**src/rtl/vre_pkg.sv**
```systemverilog
// Shared types, constants and helper functions for the voice radio effect block.
// No dependencies; every other file imports this package.
package vre_pkg;

  localparam int SAMPLE_W   = 16;
  localparam int GAIN_W     = 16;
  localparam int LIMIT_W    = 15;
  localparam int DS_W       = 8;
  localparam int CHAN_W     = 2;
  localparam int LEVEL_W    = 16;
  localparam int CFG_IDX_W  = 3;
  localparam int CFG_DATA_W = 16;
  localparam int ABS_W      = SAMPLE_W + 1;
  localparam int SAT_IN_W   = 24;
  localparam int LFSR_W     = 32;

  localparam int MAX_CHANNELS_DEF = 2;
  localparam int BLOCK_MAX_DEF    = 4096;
  localparam int LEVEL_CLAMP_DEF  = 1800;

  localparam logic [GAIN_W-1:0] GAIN_UNITY = 16'h8000;
  localparam logic [LFSR_W-1:0] LFSR_MASK  = 32'hD000_0001;
  localparam logic [LFSR_W-1:0] LFSR_SEED  = 32'h0000_ACE1;

  localparam logic signed [SAT_IN_W-1:0] SAT_HI = 24'sd32767;
  localparam logic signed [SAT_IN_W-1:0] SAT_LO = -24'sd32768;

  typedef enum logic [1:0] {
    MODE_PASS,
    MODE_MUTE,
    MODE_PLAIN,
    MODE_RADIO
  } mode_t;

  typedef enum logic [CFG_IDX_W-1:0] {
    REG_MODE,
    REG_CHANNEL_COUNT,
    REG_CLIENT_GAIN,
    REG_DISTORTION_LIMIT,
    REG_RADIO_GAIN,
    REG_NOISE_GAIN,
    REG_DOWNSAMPLE
  } reg_idx_t;

  typedef enum logic [2:0] {
    ST_IDLE,
    ST_MUL,
    ST_PROD,
    ST_HOLD,
    ST_WAIT
  } top_state_t;

  typedef enum logic [1:0] {
    LV_IDLE,
    LV_DEN,
    LV_RUN
  } lvl_state_t;

  typedef struct packed {
    logic start;
    logic stage_a;
    logic stage_b;
    logic stage_h;
  } radio_ctl_t;

  function automatic logic signed [SAMPLE_W-1:0] sat16(input logic signed [SAT_IN_W-1:0] v);
    logic signed [SAMPLE_W-1:0] r;
    if (v > SAT_HI) begin
      r = 16'sh7FFF;
    end else if (v < SAT_LO) begin
      r = 16'sh8000;
    end else begin
      r = v[SAMPLE_W-1:0];
    end
    return r;
  endfunction

  function automatic logic [ABS_W-1:0] abs17(input logic signed [SAMPLE_W-1:0] x);
    logic [ABS_W-1:0] e;
    e = {x[SAMPLE_W-1], x};
    return x[SAMPLE_W-1] ? (~e + 17'd1) : e;
  endfunction

  function automatic logic [LFSR_W-1:0] lfsr_step(input logic [LFSR_W-1:0] v);
    logic [LFSR_W-1:0] s;
    s = v >> 1;
    return v[0] ? (s ^ LFSR_MASK) : s;
  endfunction

endpackage

```
**src/rtl/voice_radio_effect_level_top.sv**
```systemverilog
// An accepted request steps through the MUL, PROD, HOLD and WAIT states to a valid result; on
// a block-end frame that reports a level, WAIT also holds for the denominator step and the
// 17-step restoring divider in vre_level. One request is in flight at a time; a finished
// result waits in the output register while the next request is taken.
// Reset: synchronous active-low rst_n restores register defaults, clears phase, level
// accumulators and held radio values, and reseeds the noise LFSR.
module voice_radio_effect_level_top
  import vre_pkg::*;
#(
  parameter int MAX_CHANNELS = MAX_CHANNELS_DEF,
  parameter int BLOCK_MAX    = BLOCK_MAX_DEF,
  parameter int LEVEL_CLAMP  = LEVEL_CLAMP_DEF
) (
  input  logic                        clk,
  input  logic                        rst_n,
  input  logic                        in_valid,
  output logic                        in_ready,
  input  logic signed [SAMPLE_W-1:0]  in_sample_left,
  input  logic signed [SAMPLE_W-1:0]  in_sample_right,
  input  logic                        in_block_end,
  output logic                        out_valid,
  input  logic                        out_ready,
  output logic signed [SAMPLE_W-1:0]  out_left,
  output logic signed [SAMPLE_W-1:0]  out_right,
  output logic [LEVEL_W-1:0]          out_level,
  output logic                        out_block_last,
  input  logic                        cfg_valid,
  output logic                        cfg_ready,
  input  logic [CFG_IDX_W-1:0]        cfg_index,
  input  logic [CFG_DATA_W-1:0]       cfg_data
);

  localparam int MAG_W = $clog2(LEVEL_CLAMP + 1);

  top_state_t                  state_r, state_nxt;

  mode_t                       cfg_mode_r;
  logic [CHAN_W-1:0]           cfg_chan_r;
  logic [GAIN_W-1:0]           cfg_client_gain_r;
  logic [LIMIT_W-1:0]          cfg_limit_r;
  logic [GAIN_W-1:0]           cfg_radio_gain_r;
  logic [GAIN_W-1:0]           cfg_noise_gain_r;
  logic [DS_W-1:0]             cfg_ds_r;

  logic signed [SAMPLE_W-1:0]  x_r [MAX_CHANNELS];
  logic                        last_r;
  logic                        odd_r;
  logic [DS_W-1:0]             phase_r;

  logic                        out_valid_r;
  logic signed [SAMPLE_W-1:0]  out_left_r;
  logic signed [SAMPLE_W-1:0]  out_right_r;
  logic [LEVEL_W-1:0]          out_level_r;
  logic                        out_block_last_r;

  logic                        accept;
  logic                        out_load;
  logic                        gain_ok;
  logic                        lvl_en;
  logic                        two_ch;
  logic [DS_W-1:0]             factor;
  logic [DS_W-1:0]             phase_eff;
  logic [DS_W:0]               phase_inc;
  logic [DS_W-1:0]             phase_nxt;
  logic                        grp_start;
  logic [ABS_W-1:0]            xl_abs;
  logic [MAG_W-1:0]            mag;
  radio_ctl_t                  rctl;
  logic signed [SAMPLE_W-1:0]  held_clean;
  logic signed [SAMPLE_W-1:0]  held_noisy;
  logic signed [SAMPLE_W-1:0]  radio_val;
  logic signed [SAMPLE_W-1:0]  lane_out [MAX_CHANNELS];
  logic signed [SAMPLE_W-1:0]  lane_in [MAX_CHANNELS];
  logic                        lvl_busy;
  logic [LEVEL_W-1:0]          lvl_value;

  assign cfg_ready = 1'b1;

  always_ff @(posedge clk) begin
    if (!rst_n) begin
      cfg_mode_r        <= MODE_PASS;
      cfg_chan_r        <= CHAN_W'(1);
      cfg_client_gain_r <= GAIN_UNITY;
      cfg_limit_r       <= 15'h7FFF;
      cfg_radio_gain_r  <= 16'h1000;
      cfg_noise_gain_r  <= '0;
      cfg_ds_r          <= DS_W'(1);
    end else if (cfg_valid && cfg_ready) begin
      case (reg_idx_t'(cfg_index))
        REG_MODE:             cfg_mode_r        <= mode_t'(cfg_data[1:0]);
        REG_CHANNEL_COUNT:    cfg_chan_r        <= cfg_data[CHAN_W-1:0];
        REG_CLIENT_GAIN:      cfg_client_gain_r <= cfg_data[GAIN_W-1:0];
        REG_DISTORTION_LIMIT: cfg_limit_r       <= cfg_data[LIMIT_W-1:0];
        REG_RADIO_GAIN:       cfg_radio_gain_r  <= cfg_data[GAIN_W-1:0];
        REG_NOISE_GAIN:       cfg_noise_gain_r  <= cfg_data[GAIN_W-1:0];
        REG_DOWNSAMPLE:       cfg_ds_r          <= cfg_data[DS_W-1:0];
        default: begin
        end
      endcase
    end
  end

  assign accept  = in_valid && in_ready;
  assign gain_ok = (cfg_client_gain_r != '0) && (cfg_client_gain_r <= GAIN_UNITY);
  assign lvl_en  = gain_ok && (cfg_mode_r == MODE_PLAIN || cfg_mode_r == MODE_RADIO);
  // zero channels acts as one, three as two
  assign two_ch  = (MAX_CHANNELS > 1) && cfg_chan_r[1];

  // a phase left past a lowered factor opens a new group
  assign factor    = (cfg_ds_r == '0) ? DS_W'(1) : cfg_ds_r;
  assign phase_eff = (phase_r >= factor) ? '0 : phase_r;
  assign phase_inc = {1'b0, phase_eff} + (DS_W+1)'(1);
  assign phase_nxt = (in_block_end || phase_inc >= {1'b0, factor}) ? '0 : phase_inc[DS_W-1:0];
  assign grp_start = (cfg_mode_r == MODE_RADIO) && gain_ok && (phase_eff == '0);

  assign xl_abs = abs17(in_sample_left);
  assign mag    = (xl_abs > ABS_W'(LEVEL_CLAMP)) ? MAG_W'(LEVEL_CLAMP) : xl_abs[MAG_W-1:0];

  always_comb begin
    state_nxt = state_r;
    case (state_r)
      ST_IDLE: if (accept) state_nxt = ST_MUL;
      ST_MUL:  state_nxt = ST_PROD;
      ST_PROD: state_nxt = ST_HOLD;
      ST_HOLD: state_nxt = ST_WAIT;
      ST_WAIT: if (out_load) state_nxt = ST_IDLE;
      default: state_nxt = ST_IDLE;
    endcase
  end

  always_comb begin
    in_ready     = (state_r == ST_IDLE);
    rctl.start   = accept && grp_start;
    rctl.stage_a = (state_r == ST_MUL);
    rctl.stage_b = (state_r == ST_PROD);
    rctl.stage_h = (state_r == ST_HOLD);
    // hold the result until the level divider finishes and the output slot frees
    out_load     = (state_r == ST_WAIT) && !lvl_busy && (!out_valid_r || out_ready);
  end

  always_ff @(posedge clk) begin
    if (!rst_n) begin
      state_r     <= ST_IDLE;
      phase_r     <= '0;
      out_valid_r <= 1'b0;
    end else begin
      state_r <= state_nxt;
      if (accept) begin
        phase_r <= phase_nxt;
      end
      if (out_load) begin
        out_valid_r <= 1'b1;
      end else if (out_ready) begin
        out_valid_r <= 1'b0;
      end
    end
  end

  assign lane_in[0] = in_sample_left;
  if (MAX_CHANNELS > 1) begin : g_right_in
    assign lane_in[MAX_CHANNELS-1] = in_sample_right;
  end

  always_ff @(posedge clk) begin
    if (accept) begin
      x_r    <= lane_in;
      last_r <= in_block_end;
      odd_r  <= phase_eff[0];
    end
    if (out_load) begin
      out_left_r       <= lane_out[0];
      out_right_r      <= two_ch ? lane_out[MAX_CHANNELS-1] : '0;
      out_level_r      <= lvl_value;
      out_block_last_r <= last_r;
    end
  end

  vre_radio u_radio (
    .clk              (clk),
    .rst_n            (rst_n),
    .ctl              (rctl),
    .sample           (x_r[0]),
    .distortion_limit (cfg_limit_r),
    .radio_gain       (cfg_radio_gain_r),
    .client_gain      (cfg_client_gain_r),
    .noise_gain       (cfg_noise_gain_r),
    .held_clean       (held_clean),
    .held_noisy       (held_noisy)
  );

  assign radio_val = odd_r ? held_noisy : held_clean;

  for (genvar g = 0; g < MAX_CHANNELS; g++) begin : g_lane
    vre_lane u_lane (
      .clk         (clk),
      .load        (rctl.stage_a),
      .sample      (x_r[g]),
      .client_gain (cfg_client_gain_r),
      .mode        (cfg_mode_r),
      .gain_ok     (gain_ok),
      .radio_val   (radio_val),
      .lane_out    (lane_out[g])
    );
  end

  vre_level #(
    .BLOCK_MAX   (BLOCK_MAX),
    .LEVEL_CLAMP (LEVEL_CLAMP)
  ) u_level (
    .clk    (clk),
    .rst_n  (rst_n),
    .acc_en (accept),
    .mag    (mag),
    .last   (in_block_end),
    .lvl_en (lvl_en),
    .busy   (lvl_busy),
    .level  (lvl_value)
  );

  assign out_valid      = out_valid_r;
  assign out_left       = out_left_r;
  assign out_right      = out_right_r;
  assign out_level      = out_level_r;
  assign out_block_last = out_block_last_r;

`ifndef SYNTH
  a_level_only_on_last: assert property (@(posedge clk) disable iff (!rst_n)
    out_valid && out_level != '0 |-> out_block_last)
    else $error("level reported on a frame that does not end a block");

  a_accept_starts_work: assert property (@(posedge clk) disable iff (!rst_n)
    accept |=> state_r == ST_MUL)
    else $error("accepted request did not enter the multiply stage");

  a_divider_in_flight: assert property (@(posedge clk) disable iff (!rst_n)
    lvl_busy |-> state_r != ST_IDLE)
    else $error("level divider running with no request in flight");

  a_single_channel_right: assert property (@(posedge clk) disable iff (!rst_n)
    out_load && !two_ch |=> out_right == '0)
    else $error("right channel not zeroed in single channel use");
`endif

endmodule

```
**src/rtl/vre_lane.sv**
```systemverilog
// One channel lane: plain gain scaling with saturation and per-mode output select.
// Depends on vre_pkg.
module vre_lane
  import vre_pkg::*;
(
  input  logic                       clk,
  input  logic                       load,
  input  logic signed [SAMPLE_W-1:0] sample,
  input  logic [GAIN_W-1:0]          client_gain,
  input  mode_t                      mode,
  input  logic                       gain_ok,
  input  logic signed [SAMPLE_W-1:0] radio_val,
  output logic signed [SAMPLE_W-1:0] lane_out
);

  localparam int PROD_W = ABS_W + GAIN_W;

  logic [PROD_W-1:0]            prod_r;
  logic                         neg_r;
  logic [PROD_W-16:0]           quo;
  logic signed [SAT_IN_W-1:0]   scaled_w;
  logic signed [SAMPLE_W-1:0]   plain;

  always_ff @(posedge clk) begin
    if (load) begin
      prod_r <= {{GAIN_W{1'b0}}, abs17(sample)} * {{ABS_W{1'b0}}, client_gain};
      neg_r  <= sample[SAMPLE_W-1];
    end
  end

  // Q1.15 product, truncated toward zero
  assign quo      = prod_r[PROD_W-1:15];
  assign scaled_w = neg_r ? -$signed({6'b0, quo}) : $signed({6'b0, quo});
  assign plain    = sat16(scaled_w);

  always_comb begin
    case (mode)
      MODE_PASS:  lane_out = sample;
      MODE_MUTE:  lane_out = '0;
      MODE_PLAIN: lane_out = gain_ok ? plain : sample;
      MODE_RADIO: lane_out = gain_ok ? radio_val : sample;
      default:    lane_out = sample;
    endcase
  end

endmodule

```
**src/rtl/vre_radio.sv**
```systemverilog
// Radio core on channel 0: clip, two-gain scale, noise LFSR and held clean/noisy pair.
// Depends on vre_pkg.
module vre_radio
  import vre_pkg::*;
(
  input  logic                       clk,
  input  logic                       rst_n,
  input  radio_ctl_t                 ctl,
  input  logic signed [SAMPLE_W-1:0] sample,
  input  logic [LIMIT_W-1:0]         distortion_limit,
  input  logic [GAIN_W-1:0]          radio_gain,
  input  logic [GAIN_W-1:0]          client_gain,
  input  logic [GAIN_W-1:0]          noise_gain,
  output logic signed [SAMPLE_W-1:0] held_clean,
  output logic signed [SAMPLE_W-1:0] held_noisy
);

  localparam int GPROD_W = 2 * GAIN_W;
  localparam int MPROD_W = LIMIT_W + GPROD_W;
  localparam int NPROD_W = ABS_W + GAIN_W;

  logic [LFSR_W-1:0]            lfsr_r;
  logic                         start_r;
  logic [GPROD_W-1:0]           gprod_r;
  logic [LIMIT_W-1:0]           cmag_r;
  logic                         cneg_r;
  logic [NPROD_W-1:0]           nprod_r;
  logic                         nneg_r;
  logic [MPROD_W-1:0]           mprod_r;
  logic signed [SAMPLE_W-1:0]   held_clean_r;
  logic signed [SAMPLE_W-1:0]   held_noisy_r;

  logic [ABS_W-1:0]             xabs;
  logic [LIMIT_W-1:0]           cmag;
  logic signed [SAMPLE_W-1:0]   noise;
  logic [MPROD_W-28:0]          cq;
  logic [NPROD_W-17:0]          nq;
  logic signed [SAT_IN_W-1:0]   clean_w;
  logic signed [SAT_IN_W-1:0]   nq_s;
  logic signed [SAT_IN_W-1:0]   noisy_w;
  logic signed [SAMPLE_W-1:0]   clean;

  assign xabs  = abs17(sample);
  assign cmag  = (xabs > {2'b0, distortion_limit}) ? distortion_limit : xabs[LIMIT_W-1:0];
  assign noise = lfsr_r[SAMPLE_W-1:0];

  always_ff @(posedge clk) begin
    if (!rst_n) begin
      lfsr_r       <= LFSR_SEED;
      start_r      <= 1'b0;
      held_clean_r <= '0;
      held_noisy_r <= '0;
    end else begin
      if (ctl.start) begin
        lfsr_r <= lfsr_step(lfsr_r);
      end
      // hold the group-start mark until the held pair is written
      if (ctl.stage_h || ctl.start) begin
        start_r <= ctl.start;
      end
      if (ctl.stage_h && start_r) begin
        held_clean_r <= clean;
        held_noisy_r <= sat16(noisy_w);
      end
    end
  end

  always_ff @(posedge clk) begin
    if (ctl.stage_a) begin
      gprod_r <= {{GAIN_W{1'b0}}, radio_gain} * {{GAIN_W{1'b0}}, client_gain};
      cmag_r  <= cmag;
      cneg_r  <= sample[SAMPLE_W-1];
      nprod_r <= {{GAIN_W{1'b0}}, abs17(noise)} * {{ABS_W{1'b0}}, noise_gain};
      nneg_r  <= noise[SAMPLE_W-1];
    end
    if (ctl.stage_b) begin
      mprod_r <= {{GPROD_W{1'b0}}, cmag_r} * {{LIMIT_W{1'b0}}, gprod_r};
    end
  end

  // Q4.12 times Q1.15 leaves 27 fraction bits; noise gain is Q0.16
  assign cq      = mprod_r[MPROD_W-1:27];
  assign clean_w = cneg_r ? -$signed({4'b0, cq}) : $signed({4'b0, cq});
  assign clean   = sat16(clean_w);
  assign nq      = nprod_r[NPROD_W-1:16];
  assign nq_s    = nneg_r ? -$signed({7'b0, nq}) : $signed({7'b0, nq});
  assign noisy_w = $signed({{(SAT_IN_W-SAMPLE_W){clean[SAMPLE_W-1]}}, clean}) + nq_s;

  assign held_clean = held_clean_r;
  assign held_noisy = held_noisy_r;

endmodule

```
**src/rtl/vre_level.sv**
```systemverilog
// Block level meter: clamped magnitude accumulator and restoring divider for the average.
// Depends on vre_pkg.
module vre_level
  import vre_pkg::*;
#(
  parameter int BLOCK_MAX   = BLOCK_MAX_DEF,
  parameter int LEVEL_CLAMP = LEVEL_CLAMP_DEF
) (
  input  logic                                 clk,
  input  logic                                 rst_n,
  input  logic                                 acc_en,
  input  logic [$clog2(LEVEL_CLAMP+1)-1:0]     mag,
  input  logic                                 last,
  input  logic                                 lvl_en,
  output logic                                 busy,
  output logic [LEVEL_W-1:0]                   level
);

  localparam int MAG_W = $clog2(LEVEL_CLAMP + 1);
  localparam int FC_W  = $clog2(BLOCK_MAX + 1);
  localparam int SUM_W = $clog2(BLOCK_MAX * LEVEL_CLAMP + 1);
  localparam int DEN_W = SUM_W + 1;
  localparam int QBITS = LEVEL_W + 1;
  localparam int CNT_W = $clog2(QBITS);

  lvl_state_t          state_r, state_nxt;
  logic [FC_W-1:0]     fc_r;
  logic [SUM_W-1:0]    sum_r;
  logic [FC_W-1:0]     div_fc_r;
  logic [DEN_W-1:0]    den_r;
  logic [DEN_W-1:0]    rem_r;
  logic [QBITS-1:0]    q_r;
  logic [CNT_W-1:0]    cnt_r;
  logic [LEVEL_W-1:0]  level_r;

  logic                fc_inc;
  logic [FC_W-1:0]     fc_new;
  logic [SUM_W-1:0]    sum_new;
  logic                ge;
  logic [DEN_W-1:0]    rem_sub;
  logic [QBITS-1:0]    q_nxt;
  logic                start_div;

  assign fc_inc    = fc_r < FC_W'(BLOCK_MAX);
  assign fc_new    = fc_inc ? fc_r + FC_W'(1) : fc_r;
  assign sum_new   = fc_inc ? sum_r + SUM_W'(mag) : sum_r;
  assign start_div = acc_en && last && lvl_en;

  assign ge      = rem_r >= den_r;
  assign rem_sub = ge ? rem_r - den_r : rem_r;
  assign q_nxt   = {q_r[QBITS-2:0], ge};

  always_comb begin
    state_nxt = state_r;
    case (state_r)
      LV_IDLE: if (start_div) state_nxt = LV_DEN;
      LV_DEN:  state_nxt = LV_RUN;
      LV_RUN:  if (cnt_r == '0) state_nxt = LV_IDLE;
      default: state_nxt = LV_IDLE;
    endcase
  end

  assign busy  = (state_r != LV_IDLE);
  assign level = level_r;

  always_ff @(posedge clk) begin
    if (!rst_n) begin
      state_r <= LV_IDLE;
      fc_r    <= '0;
      sum_r   <= '0;
      level_r <= '0;
    end else begin
      state_r <= state_nxt;
      if (acc_en) begin
        if (last) begin
          fc_r  <= '0;
          sum_r <= '0;
        end else begin
          fc_r  <= fc_new;
          sum_r <= sum_new;
        end
        if (!start_div) begin
          level_r <= '0;
        end
      end
      // quotient tops out at exactly one full scale; saturate it
      if (state_r == LV_RUN && cnt_r == '0) begin
        level_r <= q_nxt[QBITS-1] ? {LEVEL_W{1'b1}} : q_nxt[LEVEL_W-1:0];
      end
    end
  end

  always_ff @(posedge clk) begin
    if (start_div) begin
      div_fc_r <= fc_new;
      rem_r    <= {1'b0, sum_new};
    end
    case (state_r)
      LV_DEN: begin
        den_r <= DEN_W'(div_fc_r) * DEN_W'(LEVEL_CLAMP);
        q_r   <= '0;
        cnt_r <= CNT_W'(QBITS - 1);
      end
      LV_RUN: begin
        q_r   <= q_nxt;
        rem_r <= {rem_sub[DEN_W-2:0], 1'b0};
        cnt_r <= cnt_r - CNT_W'(1);
      end
      default: begin
      end
    endcase
  end

endmodule

```
**config.mk**
```make
export PLATFORM = sky130hd
export DESIGN_NAME = voice_radio_effect_level_top
export DESIGN_NICKNAME = d
export VERILOG_FILES = /design/src/rtl/vre_pkg.sv /design/src/rtl/voice_radio_effect_level_top.sv /design/src/rtl/vre_lane.sv /design/src/rtl/vre_radio.sv /design/src/rtl/vre_level.sv
export SDC_FILE = /design/constraint.sdc
export NUM_CORES = 2
export LEC_CHECK = 0
export BUFFER_PORTS_ARGS = -buffer_cell sky130_fd_sc_hd__buf_2
export CAP_MARGIN = 10
export CORE_ASPECT_RATIO = 0.5
export CORE_MARGIN = 5
export CORE_UTILIZATION = 61
export CTS_BUF_LIST = sky130_fd_sc_hd__clkbuf_8
export CTS_CLUSTER_SIZE = 25
export DETAILED_ROUTE_END_ITERATION = 10
export GPL_ROUTABILITY_DRIVEN = 0
export PLACE_DENSITY = 0.81
export SLEW_MARGIN = 20
export SYNTH_ARGS = -nofsm -noshare
export SYNTH_HDL_FRONTEND = slang
export SYNTH_SLANG_ARGS = --single-unit
```
**constraint.sdc**
```tcl
create_clock -name clk -period 8.47 [get_ports clk]
set_clock_uncertainty 0.1 [all_clocks]
set_input_delay 1.2705 -clock clk [delete_from_list [all_inputs] [get_ports clk]]
set_output_delay 1.2705 -clock clk [all_outputs]
set_load 0.05 [all_outputs]
```
==> impl_metrics.env <==
export IMPL_synth_largest_area_cell="fa_1"
export IMPL_ys_top_cells_by_area="fa_1 33%, edfxtp_1 12%, ha_1 11%"
export IMPL_ant_nets=0
export IMPL_first_iter_violations=5165
export IMPL_required_ns=8.82
export IMPL_setup_violations=0
export IMPL_cp_common_cell="fa_1"
export IMPL_cp_slowest_stage_delay_ns=0.53
export IMPL_status="finished, final reports clean"
export IMPL_cpMaxStageDelayCell="fa_1"
export IMPL_hpwl_um=152000
export IMPL_clock_sinks=490
export IMPL_worst_pin_slew_ns=1.14
export IMPL_portBuffers=107
export IMPL_grt_pass1_vias=58500
export IMPL_final_nets=9988
export IMPL_post_route_min_period_ns=8.12
export IMPL_track_usage_pct=30.5
export IMPL_ys_ff_latch=490
export IMPL_syn_area_um2=73700
export IMPL_grt_overflow=0
export IMPL_grt_start_max_net_pins=118
export IMPL_ys_seq_area_share_pct=17.2
export IMPL_vdd_drop_max_uv=553
export IMPL_clk_latency_ns=0.79
export IMPL_final_area_um2=78600
export IMPL_die_area_um2=128000
export IMPL_path_class="reg2reg"
export IMPL_synthFlopType="edfxtp_1"
export IMPL_endpoint_kind="register"
export IMPL_die_y_um=256
export IMPL_grt_pass1_wl_um=310000
export IMPL_initial_core_util_pct=61.3
export IMPL_numCtsBuffers=74
export IMPL_wl_um=194000
export IMPL_layout_common_cells="1382 x inv_1, 1290 x nand2_1, 1223 x fa_1"
export IMPL_num_io_pins=109
export IMPL_finalHoldViolations=0
export IMPL_synth_cell_types=93
export IMPL_antenna_found_initial=22
export IMPL_setup_tns_ns=0
export IMPL_clk_pin_slew_ns=0.07
export IMPL_synthCells=7991
export IMPL_cts_buffer_depth=3
export IMPL_synth_edf_count=284
export IMPL_yosysWarnings=0
export IMPL_drc=0
export IMPL_detail_route_wl_per_cell_um=19.9
export IMPL_post_route_period_util_pct=95.9
export IMPL_p_leak_nw=35.9
export IMPL_dr_pass1_iters=6
export IMPL_power_density_nw_per_um2=193
export IMPL_area_growth_pct=6.61
export IMPL_cp_arrival_ns=8.47
export IMPL_path_max_fanout=15
export IMPL_drive_above_1_share_pct=7.03
export IMPL_dpl_cell_area_um2=76600
export IMPL_hp_class="reg2reg"
export IMPL_root_buffer="clkbuf_8"
export IMPL_row_count=90
export IMPL_slew_limit_headroom_pct=23.8
export IMPL_cts_tree="yes"
export IMPL_final_common_cell="inv_1"
export IMPL_via_count=56800
export IMPL_fmax_mhz=123
export IMPL_cts_max_level=3
export IMPL_syn_avg_cell_area_um2=9.22
export IMPL_core_area_um2=120000
export IMPL_startpoint_type="register"
export IMPL_synth_top_area_share_pct=33.2
export IMPL_async_flop_share_pct=0
export IMPL_vias_per_cell=5.84
export IMPL_dieWidth_um=502
export IMPL_cap_viol_max_count=0
export IMPL_place_ws_ns=-0.218
export IMPL_setup_ws_ns=0.351
export IMPL_hold_slack_ns=0.329
export IMPL_final_max_slew_viol_count=0
## flip-flops by register name, summed over array words and instances, names as in the netlist, 13 cells and up
register and cells:
g_lane.u_lane.prod_r 36, u_radio.gprod_r 32, u_radio.lfsr_r 32, x_r 32, u_level.rem_r 24, u_level.sum_r 23, u_level.den_r 21, u_radio.mprod_r 20
u_radio.nprod_r 17, cfg_client_gain_r 16, cfg_noise_gain_r 16, cfg_radio_gain_r 16, out_left 16, out_level 16, out_right 16, u_level.level 16
u_level.q_r 16, u_radio.held_clean 16, u_radio.held_noisy 16, cfg_limit_r 15, u_radio.cmag_r 15, u_level.div_fc_r 13, u_level.fc_r 13
## stage by stage
stage | cells | total power [mW] | util, %
floorplan | 8038 | 10.3 | -
global placement | 9565 | 12.4 | 63.7
detailed placement | 9565 | 12.8 | 63.7
CTS | 9701 | 15.1 | 65.0
global route | 9720 | 16.7 | 65.3
finish | 9725 | 15.2 | 65.3
## cells in the mapped netlist (all sizes together), types with 16 or more instances
| cell | n |
|---|---|
| a211oi | 31 |
| a21o | 55 |
| nand3 | 66 |
| nor3b | 26 |
| and2 | 558 |
| dfxtp | 206 |
| o21a | 47 |
| and3 | 22 |
| a22oi | 27 |
| nand2b | 45 |
| nand4 | 23 |
| o31ai | 38 |
| or3 | 41 |
| nor2 | 250 |
| xnor2 | 184 |
| o21ai | 194 |
| inv | 1366 |
| buf | 17 |
| a31oi | 21 |
| clkbuf | 372 |
| nor4 | 28 |
| nand2 | 1300 |
| nor3 | 98 |
| ha | 671 |
| o211ai | 30 |
| mux2i | 52 |
| o21bai | 21 |
| a21boi | 93 |
| xor2 | 67 |
| edfxtp | 284 |
| a21oi | 195 |
| nor2b | 112 |
| fa | 1223 |
| or2 | 16 |
## critical path, delay by kind of cell, from the launching register on
family / cells / cell delay, ns
simple gates: 5 / 0.82
compound gates: 11 / 2.30
flops: 1 / 0.37
fa+ha+maj: 7 / 3.26
xor+xnor: 2 / 0.29
buf+inv: 7 / 0.67
## final timing paths
check / startpoint / to / slack (ns) / depth (start not counted)
max: u_radio.lfsr_r[8]$_SDFFE_PN0P_ / u_radio.nprod_r[32]$_DFFE_PP_ / 0.35 / 32
min: u_level.level[14]$_SDFFE_PN0P_ / out_level[14]$_DFFE_PP_ / 0.33 / 0
min reg2reg: u_level.level[14]$_SDFFE_PN0P_ / out_level[14]$_DFFE_PP_ / 0.33 / 0
max reg2reg: u_radio.lfsr_r[8]$_SDFFE_PN0P_ / u_radio.nprod_r[32]$_DFFE_PP_ / 0.35 / 32
## kinds of logic (layout without fill, tap and decap cells)
kind of cell | Yosys count | count (layout) | share of synthesized area [%]
XOR/XNOR | 251 | 251 | 2.98
buffers and inverters | 1756 | 1815 | 9.01
adder cells (fa/ha/maj) | 1894 | 1894 | 44.6
multiplexers | 64 | 64 | 0.890
AO/OA/AOI/OAI | 900 | 900 | 8.26
flip-flops | 490 | 490 | 17.2
other | 2 | 67 | 0.0102
AND/OR/NAND/NOR | 2634 | 2634 | 17.1
## layout make-up
cell class                 instances  area, um^2
multi-input combinational       5792       54900
fill                            9433       41700
sequential                       490       12700
inverter                        1367        5130
timing repair buffer             312        2140
tap                             1610        2010
clock buffer                      83        1140
clock inverter                    53         474
antenna                           18        45.0
## repair_timing
action                     in CTS  in global routing
buffers inserted                0                  6
hold buffers                    0                  0
hold endpoints to repair        0                  0
gates resized for setup         4                 43
setup endpoints to repair       5                 20
pin swaps                       1                 10
## power breakdown
group	internal (mW)	switching, mW	leakage (nW)
logic	4.21	5.41	30.7
registers	3.04	0.270	4.28
clock network	1.14	1.12	0.890
total	8.39	6.80	35.9
## per-layer routing
metal	routed length (um)	global-route usage, %
met5	7	0
met2	86900	47.6
met3	21200	7.88
met4	12600	16.9
met1	72900	39.0
(Power assumes the default switching activity.)
